==> src/sv/abb_pkg.sv <==
// Shared types and constants for the branch-and-bound assignment solver.
// Has no dependencies; every other file refers to it by scoped names.
package abb_pkg;

    // Field widths fixed by the block's interface.
    localparam int FIELD_IDX_W = 3;
    localparam int COST_W      = 16;
    localparam int TOTAL_W     = 24;
    localparam int JOB_COUNT_W = 4;

    // Best total that every search starts from.
    localparam logic [TOTAL_W-1:0] INIT_BEST = 24'd9999999;

    // Input word command codes.
    localparam logic CMD_WRITE = 1'b0;
    localparam logic CMD_SOLVE = 1'b1;

    // Sequencer states of the search engine.
    typedef enum logic [3:0] {
        S_IDLE,
        S_INIT,
        S_ENTER,
        S_LOOP,
        S_SW_RD,
        S_SW_WA,
        S_SW_WB,
        S_COST_RD,
        S_COST_ADD,
        S_POST,
        S_RET,
        S_COPY,
        S_OUT_RD,
        S_OUT_LD
    } t_state;

    // One result word as handed from the search engine to the output register.
    typedef struct packed {
        logic [FIELD_IDX_W-1:0] person;
        logic [FIELD_IDX_W-1:0] job;
        logic [TOTAL_W-1:0]     total_cost;
        logic                   last;
    } t_result;

endpackage

==> src/sv/abb_cost_store.sv <==
// Cost matrix store: one write port for cost words, one registered read port.
// Depends on abb_pkg for field widths.
module abb_cost_store #(
    parameter int MAX_SIZE = 8
) (
    input  logic                                i_clk,
    input  logic                                i_wr_en,
    input  logic [abb_pkg::FIELD_IDX_W-1:0]     i_wr_job,
    input  logic [abb_pkg::FIELD_IDX_W-1:0]     i_wr_person,
    input  logic [abb_pkg::COST_W-1:0]          i_wr_cost,
    input  logic                                i_rd_en,
    input  logic [$clog2(MAX_SIZE)-1:0]         i_rd_job,
    input  logic [$clog2(MAX_SIZE)-1:0]         i_rd_person,
    output logic [abb_pkg::COST_W-1:0]          o_rd_cost
);

    localparam int CA_W = $clog2(MAX_SIZE * MAX_SIZE);

    logic [abb_pkg::COST_W-1:0] cost_mem [MAX_SIZE*MAX_SIZE];
    logic [abb_pkg::COST_W-1:0] r_rd_cost;
    logic                       wr_in_range;
    logic [CA_W-1:0]            wr_addr;
    logic [CA_W-1:0]            rd_addr;

    // Writes that name a row or column beyond the matrix are dropped.
    assign wr_in_range = (32'(i_wr_job) < MAX_SIZE) && (32'(i_wr_person) < MAX_SIZE);
    assign wr_addr     = CA_W'(32'(i_wr_job) * MAX_SIZE + 32'(i_wr_person));
    assign rd_addr     = CA_W'(32'(i_rd_job) * MAX_SIZE + 32'(i_rd_person));

    always_ff @(posedge i_clk) begin
        if (i_wr_en && wr_in_range) begin
            cost_mem[wr_addr] <= i_wr_cost;
        end
    end

    always_ff @(posedge i_clk) begin
        if (i_rd_en) begin
            r_rd_cost <= cost_mem[rd_addr];
        end
    end

    assign o_rd_cost = r_rd_cost;

endmodule

==> src/sv/abb_search.sv <==
// Depth-first search engine with an explicit level stack and a permutation memory.
// Depends on abb_pkg; reads costs through the cost store's registered port.
module abb_search #(
    parameter int MAX_SIZE = 8
) (
    input  logic                                  i_clk,
    input  logic                                  i_rst_n,
    input  logic                                  i_start,
    input  logic [$clog2(MAX_SIZE+1)-1:0]         i_n,
    output logic                                  o_busy,
    output logic                                  o_cost_re,
    output logic [$clog2(MAX_SIZE)-1:0]           o_cost_job,
    output logic [$clog2(MAX_SIZE)-1:0]           o_cost_person,
    input  logic [abb_pkg::COST_W-1:0]            i_cost,
    input  logic                                  i_res_ready,
    output logic                                  o_res_load,
    output abb_pkg::t_result                      o_res
);

    localparam int IDX_W = $clog2(MAX_SIZE);
    localparam int LVL_W = $clog2(MAX_SIZE + 1);
    localparam int PA_W  = $clog2(2 * MAX_SIZE);
    localparam int TW    = abb_pkg::TOTAL_W;

    // Permutation memory: current permutation in the lower half, best one in the upper.
    logic [IDX_W-1:0] perm_mem [2*MAX_SIZE];
    logic [IDX_W-1:0] r_ra;
    logic [IDX_W-1:0] r_rb;
    logic             pm_we;
    logic [PA_W-1:0]  pm_waddr;
    logic [IDX_W-1:0] pm_wdata;
    logic             pm_re;
    logic [PA_W-1:0]  pm_ra_addr;
    logic [PA_W-1:0]  pm_rb_addr;

    // Per-level stacks, each read only at the current level.
    logic [LVL_W-1:0] r_k    [MAX_SIZE];
    logic [TW-1:0]    r_psum [MAX_SIZE];
    logic             k_we;
    logic [LVL_W-1:0] k_wdata;
    logic             psum_we;

    abb_pkg::t_state  r_state, n_state;
    logic [LVL_W-1:0] r_n, n_n;
    logic [LVL_W-1:0] r_level, n_level;
    logic [LVL_W-1:0] r_cnt, n_cnt;
    logic [TW-1:0]    r_partial, n_partial;
    logic [TW-1:0]    r_best, n_best;
    logic             r_undo, n_undo;
    logic [IDX_W-1:0] r_jb, n_jb;
    logic [IDX_W-1:0] r_hold, n_hold;

    logic [IDX_W-1:0] lvl_idx;
    logic [LVL_W-1:0] k_cur;
    logic [TW-1:0]    sum;

    assign lvl_idx = r_level[IDX_W-1:0];
    assign k_cur   = r_k[lvl_idx];
    assign sum     = r_partial + TW'(i_cost);

    always_comb begin
        n_state    = r_state;
        n_n        = r_n;
        n_level    = r_level;
        n_cnt      = r_cnt;
        n_partial  = r_partial;
        n_best     = r_best;
        n_undo     = r_undo;
        n_jb       = r_jb;
        n_hold     = r_hold;
        pm_we      = 1'b0;
        pm_waddr   = PA_W'(lvl_idx);
        pm_wdata   = r_rb;
        pm_re      = 1'b0;
        pm_ra_addr = PA_W'(lvl_idx);
        pm_rb_addr = PA_W'(k_cur[IDX_W-1:0]);
        k_we       = 1'b0;
        k_wdata    = r_level;
        psum_we    = 1'b0;
        o_cost_re  = 1'b0;
        o_res_load = 1'b0;
        case (r_state)
            abb_pkg::S_IDLE: begin
                if (i_start) begin
                    n_n       = i_n;
                    n_cnt     = '0;
                    n_level   = '0;
                    n_partial = '0;
                    n_best    = abb_pkg::INIT_BEST;
                    n_state   = abb_pkg::S_INIT;
                end
            end
            abb_pkg::S_INIT: begin
                // Identity permutation, one entry a cycle.
                pm_we    = 1'b1;
                pm_waddr = PA_W'(r_cnt);
                pm_wdata = IDX_W'(r_cnt);
                n_cnt    = r_cnt + 1'b1;
                if (r_cnt + 1'b1 == r_n) begin
                    n_state = abb_pkg::S_ENTER;
                end
            end
            abb_pkg::S_ENTER: begin
                if (r_level == r_n) begin
                    // Complete permutation: it is always better than the best so far.
                    n_best  = r_partial;
                    n_cnt   = '0;
                    n_state = abb_pkg::S_COPY;
                end else begin
                    k_we    = 1'b1;
                    k_wdata = r_level;
                    n_state = abb_pkg::S_LOOP;
                end
            end
            abb_pkg::S_LOOP: begin
                if (k_cur < r_n) begin
                    n_undo  = 1'b0;
                    n_state = abb_pkg::S_SW_RD;
                end else begin
                    n_state = abb_pkg::S_RET;
                end
            end
            abb_pkg::S_SW_RD: begin
                pm_re   = 1'b1;
                n_state = abb_pkg::S_SW_WA;
            end
            abb_pkg::S_SW_WA: begin
                pm_we    = 1'b1;
                pm_waddr = PA_W'(lvl_idx);
                pm_wdata = r_rb;
                n_hold   = r_ra;
                n_jb     = r_rb;
                n_state  = abb_pkg::S_SW_WB;
            end
            abb_pkg::S_SW_WB: begin
                pm_we    = 1'b1;
                pm_waddr = PA_W'(k_cur[IDX_W-1:0]);
                pm_wdata = r_hold;
                if (r_undo) begin
                    k_we    = 1'b1;
                    k_wdata = k_cur + 1'b1;
                    n_state = abb_pkg::S_LOOP;
                end else begin
                    n_state = abb_pkg::S_COST_RD;
                end
            end
            abb_pkg::S_COST_RD: begin
                o_cost_re = 1'b1;
                n_state   = abb_pkg::S_COST_ADD;
            end
            abb_pkg::S_COST_ADD: begin
                psum_we   = 1'b1;
                n_partial = sum;
                if (sum < r_best) begin
                    n_level = r_level + 1'b1;
                    n_state = abb_pkg::S_ENTER;
                end else begin
                    n_state = abb_pkg::S_POST;
                end
            end
            abb_pkg::S_POST: begin
                n_partial = r_psum[lvl_idx];
                n_undo    = 1'b1;
                n_state   = abb_pkg::S_SW_RD;
            end
            abb_pkg::S_RET: begin
                if (r_level == '0) begin
                    n_cnt   = '0;
                    n_state = abb_pkg::S_OUT_RD;
                end else begin
                    n_level = r_level - 1'b1;
                    n_state = abb_pkg::S_POST;
                end
            end
            abb_pkg::S_COPY: begin
                // Read current entry cnt while writing entry cnt-1 into the best half.
                pm_ra_addr = PA_W'(r_cnt[IDX_W-1:0]);
                pm_re      = (r_cnt < r_n);
                pm_we      = (r_cnt != '0);
                pm_waddr   = PA_W'(MAX_SIZE) + PA_W'(r_cnt - 1'b1);
                pm_wdata   = r_ra;
                if (r_cnt == r_n) begin
                    n_state = abb_pkg::S_RET;
                end else begin
                    n_cnt = r_cnt + 1'b1;
                end
            end
            abb_pkg::S_OUT_RD: begin
                pm_re      = 1'b1;
                pm_ra_addr = PA_W'(MAX_SIZE) + PA_W'(r_cnt[IDX_W-1:0]);
                n_state    = abb_pkg::S_OUT_LD;
            end
            abb_pkg::S_OUT_LD: begin
                if (i_res_ready) begin
                    o_res_load = 1'b1;
                    if (r_cnt + 1'b1 == r_n) begin
                        n_state = abb_pkg::S_IDLE;
                    end else begin
                        n_cnt   = r_cnt + 1'b1;
                        n_state = abb_pkg::S_OUT_RD;
                    end
                end
            end
            default: begin
                n_state = abb_pkg::S_IDLE;
            end
        endcase
    end

    always_ff @(posedge i_clk) begin
        if (!i_rst_n) begin
            r_state <= abb_pkg::S_IDLE;
            r_level <= '0;
        end else begin
            r_state <= n_state;
            r_level <= n_level;
        end
    end

    always_ff @(posedge i_clk) begin
        r_n       <= n_n;
        r_cnt     <= n_cnt;
        r_partial <= n_partial;
        r_best    <= n_best;
        r_undo    <= n_undo;
        r_jb      <= n_jb;
        r_hold    <= n_hold;
        if (k_we) begin
            r_k[lvl_idx] <= k_wdata;
        end
        if (psum_we) begin
            r_psum[lvl_idx] <= r_partial;
        end
    end

    always_ff @(posedge i_clk) begin
        if (pm_we) begin
            perm_mem[pm_waddr] <= pm_wdata;
        end
    end

    always_ff @(posedge i_clk) begin
        if (pm_re) begin
            r_ra <= perm_mem[pm_ra_addr];
            r_rb <= perm_mem[pm_rb_addr];
        end
    end

    assign o_busy        = (r_state != abb_pkg::S_IDLE);
    assign o_cost_job    = r_jb;
    assign o_cost_person = lvl_idx;

    assign o_res.person     = abb_pkg::FIELD_IDX_W'(r_cnt);
    assign o_res.job        = abb_pkg::FIELD_IDX_W'(r_ra);
    assign o_res.total_cost = r_best;
    assign o_res.last       = (r_cnt + 1'b1 == r_n);

endmodule

==> src/sv/assignment_branch_and_bound.sv <==
// Top level of the branch-and-bound assignment solver.
// Depends on abb_pkg, abb_cost_store and abb_search.
//
// Channel     Direction  Handshake                 Word
// input       in         i_valid / o_stall         command, job_index, person_index, cost_value
// result      out        o_valid / i_stall         person, job, total_cost, last
// config      in         i_cfg_valid / o_cfg_ready job_count
//
// Cost writes can stream one a cycle while the block is idle.
// A solve runs for as long as the pruned search needs: each tried branch costs a swap in
// the permutation memory, a cost read and, on return, a swap back and the index update;
// every improved leaf adds a copy of the permutation into the best half. Results then
// leave one word at a time as the output register takes them. Reset clears the sequencer and
// the output valid and sets the job count to eight; the cost matrix keeps its contents.
// Input stall is high for the whole solve; a stalled result holds in the output register
// while the block takes new cost writes.
module assignment_branch_and_bound #(
    parameter int MAX_SIZE = 8
) (
    input  logic                                i_clk,
    input  logic                                i_rst_n,
    input  logic                                i_valid,
    output logic                                o_stall,
    input  logic                                i_command,
    input  logic [abb_pkg::FIELD_IDX_W-1:0]     i_job_index,
    input  logic [abb_pkg::FIELD_IDX_W-1:0]     i_person_index,
    input  logic [abb_pkg::COST_W-1:0]          i_cost_value,
    output logic                                o_valid,
    input  logic                                i_stall,
    output logic [abb_pkg::FIELD_IDX_W-1:0]     o_person,
    output logic [abb_pkg::FIELD_IDX_W-1:0]     o_job,
    output logic [abb_pkg::TOTAL_W-1:0]         o_total_cost,
    output logic                                o_last,
    input  logic                                i_cfg_valid,
    output logic                                o_cfg_ready,
    input  logic [abb_pkg::JOB_COUNT_W-1:0]     i_cfg_job_count
);

    localparam int IDX_W = $clog2(MAX_SIZE);
    localparam int LVL_W = $clog2(MAX_SIZE + 1);

    logic [abb_pkg::JOB_COUNT_W-1:0] r_job_count;
    logic                            r_out_valid;
    abb_pkg::t_result                r_out;

    logic                            busy;
    logic                            in_accept;
    logic                            start;
    logic                            wr_en;
    logic [LVL_W-1:0]                n_size;
    logic                            cost_re;
    logic [IDX_W-1:0]                cost_job;
    logic [IDX_W-1:0]                cost_person;
    logic [abb_pkg::COST_W-1:0]      cost_rd;
    logic                            res_ready;
    logic                            res_load;
    abb_pkg::t_result                res;

    // The register port is always open; the user must write it only while idle, which the block does not enforce.
    assign o_cfg_ready = 1'b1;

    always_ff @(posedge i_clk) begin
        if (!i_rst_n) begin
            r_job_count <= abb_pkg::JOB_COUNT_W'(8);
        end else if (i_cfg_valid) begin
            r_job_count <= i_cfg_job_count;
        end
    end

    // The job count is clamped into one to the matrix size when a solve picks it up.
    always_comb begin
        if (r_job_count == '0) begin
            n_size = LVL_W'(1);
        end else if (32'(r_job_count) > MAX_SIZE) begin
            n_size = LVL_W'(MAX_SIZE);
        end else begin
            n_size = LVL_W'(r_job_count);
        end
    end

    // Input words are taken only while the search engine is idle.
    assign o_stall   = busy;
    assign in_accept = i_valid && !busy;
    assign start     = in_accept && (i_command == abb_pkg::CMD_SOLVE);
    assign wr_en     = in_accept && (i_command == abb_pkg::CMD_WRITE);

    abb_cost_store #(
        .MAX_SIZE (MAX_SIZE)
    ) u_cost (
        .i_clk       (i_clk),
        .i_wr_en     (wr_en),
        .i_wr_job    (i_job_index),
        .i_wr_person (i_person_index),
        .i_wr_cost   (i_cost_value),
        .i_rd_en     (cost_re),
        .i_rd_job    (cost_job),
        .i_rd_person (cost_person),
        .o_rd_cost   (cost_rd)
    );

    abb_search #(
        .MAX_SIZE (MAX_SIZE)
    ) u_search (
        .i_clk         (i_clk),
        .i_rst_n       (i_rst_n),
        .i_start       (start),
        .i_n           (n_size),
        .o_busy        (busy),
        .o_cost_re     (cost_re),
        .o_cost_job    (cost_job),
        .o_cost_person (cost_person),
        .i_cost        (cost_rd),
        .i_res_ready   (res_ready),
        .o_res_load    (res_load),
        .o_res         (res)
    );

    // Output register: it takes a new word when empty or when its word leaves this cycle.
    assign res_ready = !r_out_valid || !i_stall;

    always_ff @(posedge i_clk) begin
        if (!i_rst_n) begin
            r_out_valid <= 1'b0;
        end else if (res_load) begin
            r_out_valid <= 1'b1;
        end else if (!i_stall) begin
            r_out_valid <= 1'b0;
        end
    end

    always_ff @(posedge i_clk) begin
        if (res_load) begin
            r_out <= res;
        end
    end

    assign o_valid      = r_out_valid;
    assign o_person     = r_out.person;
    assign o_job        = r_out.job;
    assign o_total_cost = r_out.total_cost;
    assign o_last       = r_out.last;

endmodule
==> config.mk <==
export PLATFORM = sky130hd
export DESIGN_NAME = assignment_branch_and_bound
export DESIGN_NICKNAME = d
export VERILOG_FILES = /design/src/sv/abb_pkg.sv /design/src/sv/abb_cost_store.sv /design/src/sv/abb_search.sv /design/src/sv/assignment_branch_and_bound.sv
export SDC_FILE = /design/constraint.sdc
export NUM_CORES = 1
export LEC_CHECK = 0
export ABC_AREA = 1
export BUFFER_PORTS_ARGS = -buffer_cell sky130_fd_sc_hd__buf_2
export CAP_MARGIN = 10
export CORE_ASPECT_RATIO = 0.6
export CORE_UTILIZATION = 30
export DETAILED_ROUTE_END_ITERATION = 8
export PLACE_DENSITY = 0.53
export SLEW_MARGIN = 20
export SYNTH_ARGS = -nofsm -noshare
export SYNTH_HDL_FRONTEND = slang
export SYNTH_SLANG_ARGS = --single-unit
==> constraint.sdc <==
create_clock -name i_clk -period 4.3 [get_ports i_clk]
set_input_delay 0.86 -clock i_clk [delete_from_list [all_inputs] [get_ports i_clk]]
set_output_delay 0.86 -clock i_clk [all_outputs]
set_load 0.05 [all_outputs]
* Yosys cells after proc, flatten, opt, wreduce, memory -nomap -nowiden *
Memories as Yosys holds them, arrays and structs flattened. A register that Yosys moved wholly into a read port is not among the register bits.
Index checks and enable logic that the tools add are counted.

storage, ports and cells
  register bits after elaboration = 107
  latch bits = 0
  memory bits (writable) = 1296
  bits in read-only memories = 0
  bits of input ports = 32
  memories = 4

memories
  memory             depth  bits a word  read ports  clocked after memory_dff  write ports  line                  RTL
  u_cost.cost_mem    64     16           1           1                         1            abb_cost_store.sv:19  logic [abb_pkg::COST_W-1:0] cost_mem [MAX_SIZE*MAX_SIZE];
  u_search.r_psum    8      24           1           1                         1            abb_search.sv:38      logic [TW-1:0] r_psum [MAX_SIZE];
  u_search.perm_mem  16     3            2           2                         1            abb_search.sv:26      logic [IDX_W-1:0] perm_mem [2*MAX_SIZE];
  u_search.r_k       8      4            1           1                         1            abb_search.sv:37      logic [LVL_W-1:0] r_k [MAX_SIZE];

operators by class
  add/subtract/negate cells = 10
  $mul = 0
  divide/modulo/power cells = 0
  order comparisons = 4
  equal/unequal tests = 28
  shift operators = 0
  muxes and demuxes = 57
  bitwise gates (word level) = 1
  reduce and logical (&&, ||, !) cells = 27

operators by type and width
  operator             number
  $mux 4               19
  $mux 24              3
  $pmux 24 s3          1
  $pmux 4 s14          1
  $pmux 24 s2          1
  $add 24x16->24       1
  $eq 4x4->1 const B   6
  $lt 24x24->1         1
  $pmux 4 s3           2
  $pmux 4 s6           1
  $mux 3               6
  $mux 1               17
  $eq 4x3->1 const B   4
  $add 4x1->4 const B  3
  $add 6x3->6          2
  $eq 4x4->1           3
  $logic_not 4->1      3
  $ne 2x1->1 const B   6
  $ne 2x2->1 const B   6
  $pmux 3 s3           1
  $eq 4x2->1 const B   2
  $lt 4x4->1           2
  $pmux 1 s2           4
  $pmux 4 s2           1
  19 further kinds     31

* Logic depth before layout (Yosys ltp) *
  word-level depth = 8
  depth in mapped cells = 26

* Modules after synthesis *
From an unflattened synthesis, not the netlist that was laid out.

second synthesis, totals
  cells, all modules = 5138
  area total of the unflattened synthesis = 60161.4 sq um

by module, submodules not included
  module                       instances  cells each  area each (sq um)  seq. area each (sq um)
  abb_cost_store               1          3517        42259.3            31230.0
  abb_search                   1          1554        16729.8            10460.0
  assignment_branch_and_bound  1          67          1172.4             1031.0

* Least setup slack after synthesis *
No wires, ideal clock.

  path type = register to register
  start point = register u_search.r_partial[0]
  end point = register (tool-made name)
  arrival = 3315 ps
  data required time = 4176 ps
  setup slack = 860 ps
  stages on the path, launching flop included = 25
  path through = edfxtp_1 > ha_1 > inv_1 > fa_1 > inv_1 > nand3_1 > nand2_1 > nand3_1 > nand2_1 > a31oi_1 > o21ai_1 > nand3_1 > and2_1 > ha_1 > nand2_1 > nor2_1 > nand2_1 > nor4b_1 > nand2_1 > nand2_1 > nand2_1 > nand3_1 > inv_1 > nand2_1 > a21oi_1

RTL lines
  element                 line               RTL
  start, declared         abb_search.sv:47   logic [TW-1:0] r_partial, n_partial;
  start signal, assigned  abb_search.sv:223  r_partial <= n_partial;

==> summary.md <==
| Metric | Value |
|---|---|
| Drt wl/cell | `25.0 um` |
| TritonCTS clock tree | `built` |
| Pre-CTS WS | `0.106 ns` |
| Post-Syn Area | `0.0566 mm^2` |
| Synth Register Bits | `1428` |
| Max Freq | `252 MHz` |
| Max-cap violations | `0` |
| Clock Sinks | `1428` |
| Synth async-reset ratio | `0%` |
| Vias | `35.2k` |
| Share of layout cells above drive strength 1 | `13.5%` |
| First-pass GRT wire length | `246 mm` |
| Remaining Overflow, GRT | `0` |
| HP Class | `input port to flop` |
| Worst setup SP type | `flop` |
| Post-Syn Area per Cell | `14.0 um^2` |
| Starting Density | `30.2%` |
| RSZ-0062 raised after global routing | `false` |
| Die Footprint | `0.190 mm^2` |
| Tcrit/Tclk final | `92.3%` |
| Slew @ Worst Pin | `1.15 ns` |
| DIE WIDTH | `563 um` |
| Max VDD drop | `0.330 mV` |
| Synth Instances | `4054` |
| Status | `finished clean` |
| Fin util | `34.9%` |
| Register area share after synthesis | `75.5%` |
| Row count | `123` |
| Post-detailed-route count of antenna-violating nets | `0` |
| Antenna violations before repair | `11` |
| I/O pins | `66` |
| Hold_buf cts | `0` |
| Worst Path Arrival | `4.66 ns` |
| Fin. max-slew vios | `0` |
| Minimum clock period | `3.97 ns` |
| Synth warnings | `0` |
| Main synth FF type | `edfxtp_1` |
| Worst clock skew | `0.0387 ns` |
| Leak pwr | `22.2 nW` |
| Port Buffer Count | `64` |
| Via density | `5.11` |
| Power per Cell Area | `511 mW/mm^2` |
| # DRC | `0` |
| # setup viols final | `0` |
| DR iter-0 viols | `4281` |
| Later-pin clock latency in the skew report | `0.80 ns` |
| Setup ws final | `0.329 ns` |
| Overall Power | `33.4 mW` |
| Setup TNS | `0 ns` |
| GPL Wtd Cong | `0.893` |
| CTS H-tree lvls | `4` |
| Largest net degree at the start of global routing | `67` |
| Vias in the first global route | `33.7k` |
| Clk buf depth | `3` |
| Final nets | `4368` |
| Post-synth EDFFs | `1412` |
| Distinct cells, synth | `61` |
| Hpwl dp | `110 mm` |
| Slew headroom | `23.1%` |
| Die height | `338 um` |
| WS Path Type | `flop to flop` |
| Critical Path End Type | `flop` |
| CTS clk-pin slew, worst paths | `0.06 ns` |
| CTS Buf Count | `133` |
| Final Hold Vio Count | `0` |
| Root Driver | `clkbuf_16` |
| Core box area | `0.187 mm^2` |
| Detailed Route WL | `173 mm` |
| Area growth syn-to-layout | `15.6%` |
| Crit path max fanout | `9` |
| Total track usage | `17.9%` |
| DR pass1 iterations | `6` |
| Data required, critical path | `4.99 ns` |
| Syn_nets | `4139` |
repair_timing:
action                                  CTS  global route
resized for setup                         0             8
buffers inserted                          0             3
endpoints found under the setup margin    0            10
worst max-delay path, stage by stage (launching register included):
cell and delay, ns:
edfxtp_1 0.39, buf_4 0.18, ha_1 0.27, nand2_1 0.06, nand2_1 0.04, o21ai_0 0.13, o21ai_1 0.15, nand2_1 0.09
nand2_1 0.09, buf_4 0.17, a31oi_1 0.13, inv_1 0.07, or2_2 0.28, and2_1 0.18, ha_1 0.31, a21oi_1 0.15
o21ai_0 0.10, nand2_1 0.07, a21oi_1 0.06, nor2_2 0.17, buf_4 0.17, nand2_1 0.06, nand2_2 0.12, nand3_2 0.13
inv_1 0.10, nand2_1 0.06, a21oi_2 0.13
cell usage after synthesis (14+ instances only):
cell         n  area share (%)
nand4_1    100             1.1
or2_2       14            0.15
o221ai_1    38            0.59
buf_6       19            0.38
dfxtp_1     16            0.57
inv_1      196             1.3
nand2_1    702             4.7
o22ai_1     16            0.18
a221oi_1    67             1.0
and3_1      20            0.22
xor2_1      18            0.28
a21oi_1    186             1.6
nand3_1    179             1.6
buf_2       95            0.84
clkbuf_1    57            0.38
o211ai_1    52            0.69
ha_1        51             1.1
edfxtp_1  1412              75
inv_2       26            0.17
o21ai_0    141             1.2
a22o_1     105             1.6
a22oi_1     92             1.2
nor2_1     310             2.1
through the flow:
step	instance area (um^2)	instances	hold slack, ns
finish	65400	6892	0.297
global route	65400	6889	0.273
floorplan	56600	4054	0.426
global placement	61000	6644	0.444
CTS	65300	6884	0.244
detailed placement	61000	6644	0.440
cell usage in the layout, fill, tap and decap left out, drive strengths merged, types with 7 or more instances in the layout:
cell type	netlist	layout
o22ai	16	16
edfxtp	1412	1412
a22o	105	105
a22oi	92	92
nand3	183	183
a21oi	186	186
buf	132	283
a31oi	7	7
ha	51	51
dfxtp	16	16
inv	223	228
nand4	100	100
a211oi	8	8
o211ai	52	52
o221ai	38	38
or2	16	16
clkinv	1	61
xnor2	7	7
xor2	18	18
nor3	16	16
nand2	709	709
a221oi	68	68
nor2	319	319
o21ai	156	156
and3	20	20
clkbuf	57	161
bufinv	0	9
area by class of cell:
cell class,instances,area (um^2)
Antenna cell,4,10.0
Clock buffer,161,3440
Clock inverter,79,876
Fill cell,17900,122000
Inverter,224,863
Multi-Input combinational cell,2213,12200
Sequential cell,1428,42700
Tap cell,2500,3130
Timing Repair Buffer,283,2180
worst paths after layout:
check,start,end,slack (ns),cells past startpoint
worst max-delay path,u_search.r_partial[1],flop,0.33,26
worst max register to register,u_search.r_partial[1],flop,0.33,26
worst min-delay path,i_cfg_job_count[3],r_job_count[3],0.30,3
worst min register to register,u_search.r_best[14],o_total_cost[14],0.45,0
registers in the layout (all words and copies together) (netlist names), 4 cells and up, named ones only:
signal,flops
o_total_cost,24
r_job_count,4
u_cost.cost_mem,1024
u_cost.o_rd_cost,16
u_search.perm_mem,48
u_search.r_best,24
u_search.r_cnt,4
u_search.r_k,32
u_search.r_level,4
u_search.r_n,4
u_search.r_partial,24
u_search.r_psum,192
u_search.r_state,4
per-layer routing:
metal,up-vias,track usage (%),routed length (um)
met2,1564,23.0,66000
li1,15600,-,-
met4,2,4.01,3030
met1,17800,28.2,83000
met3,197,6.13,20500
met5,-,0.425,110
power breakdown:
group          switching (mW)  leakage [nW]  total, mW  internal, mW
sequential              0.184          12.8       15.8          15.6
combinational            4.14          7.24       5.77          1.64
clock                    5.48          2.09       11.9          6.38
total                    9.80          22.2       33.4          23.6
logic make-up (layout without fill, tap and decap cells):
logic type               after synthesis  count (layout)  synth area share (%)
adder cells (fa/ha/maj)               53              53                  1.20
multiplexers                           1               1                0.0177
flip-flops                          1428            1428                  75.5
AND/OR/NAND/NOR                     1376            1376                  10.5
buffers and inverters                413             747                  3.27
AO/OA/AOI/OAI                        757             757                  9.09
XOR/XNOR                              25              25                 0.387
other                                  1               5               0.00663
Note: power is estimated with default switching activity, not from simulation.
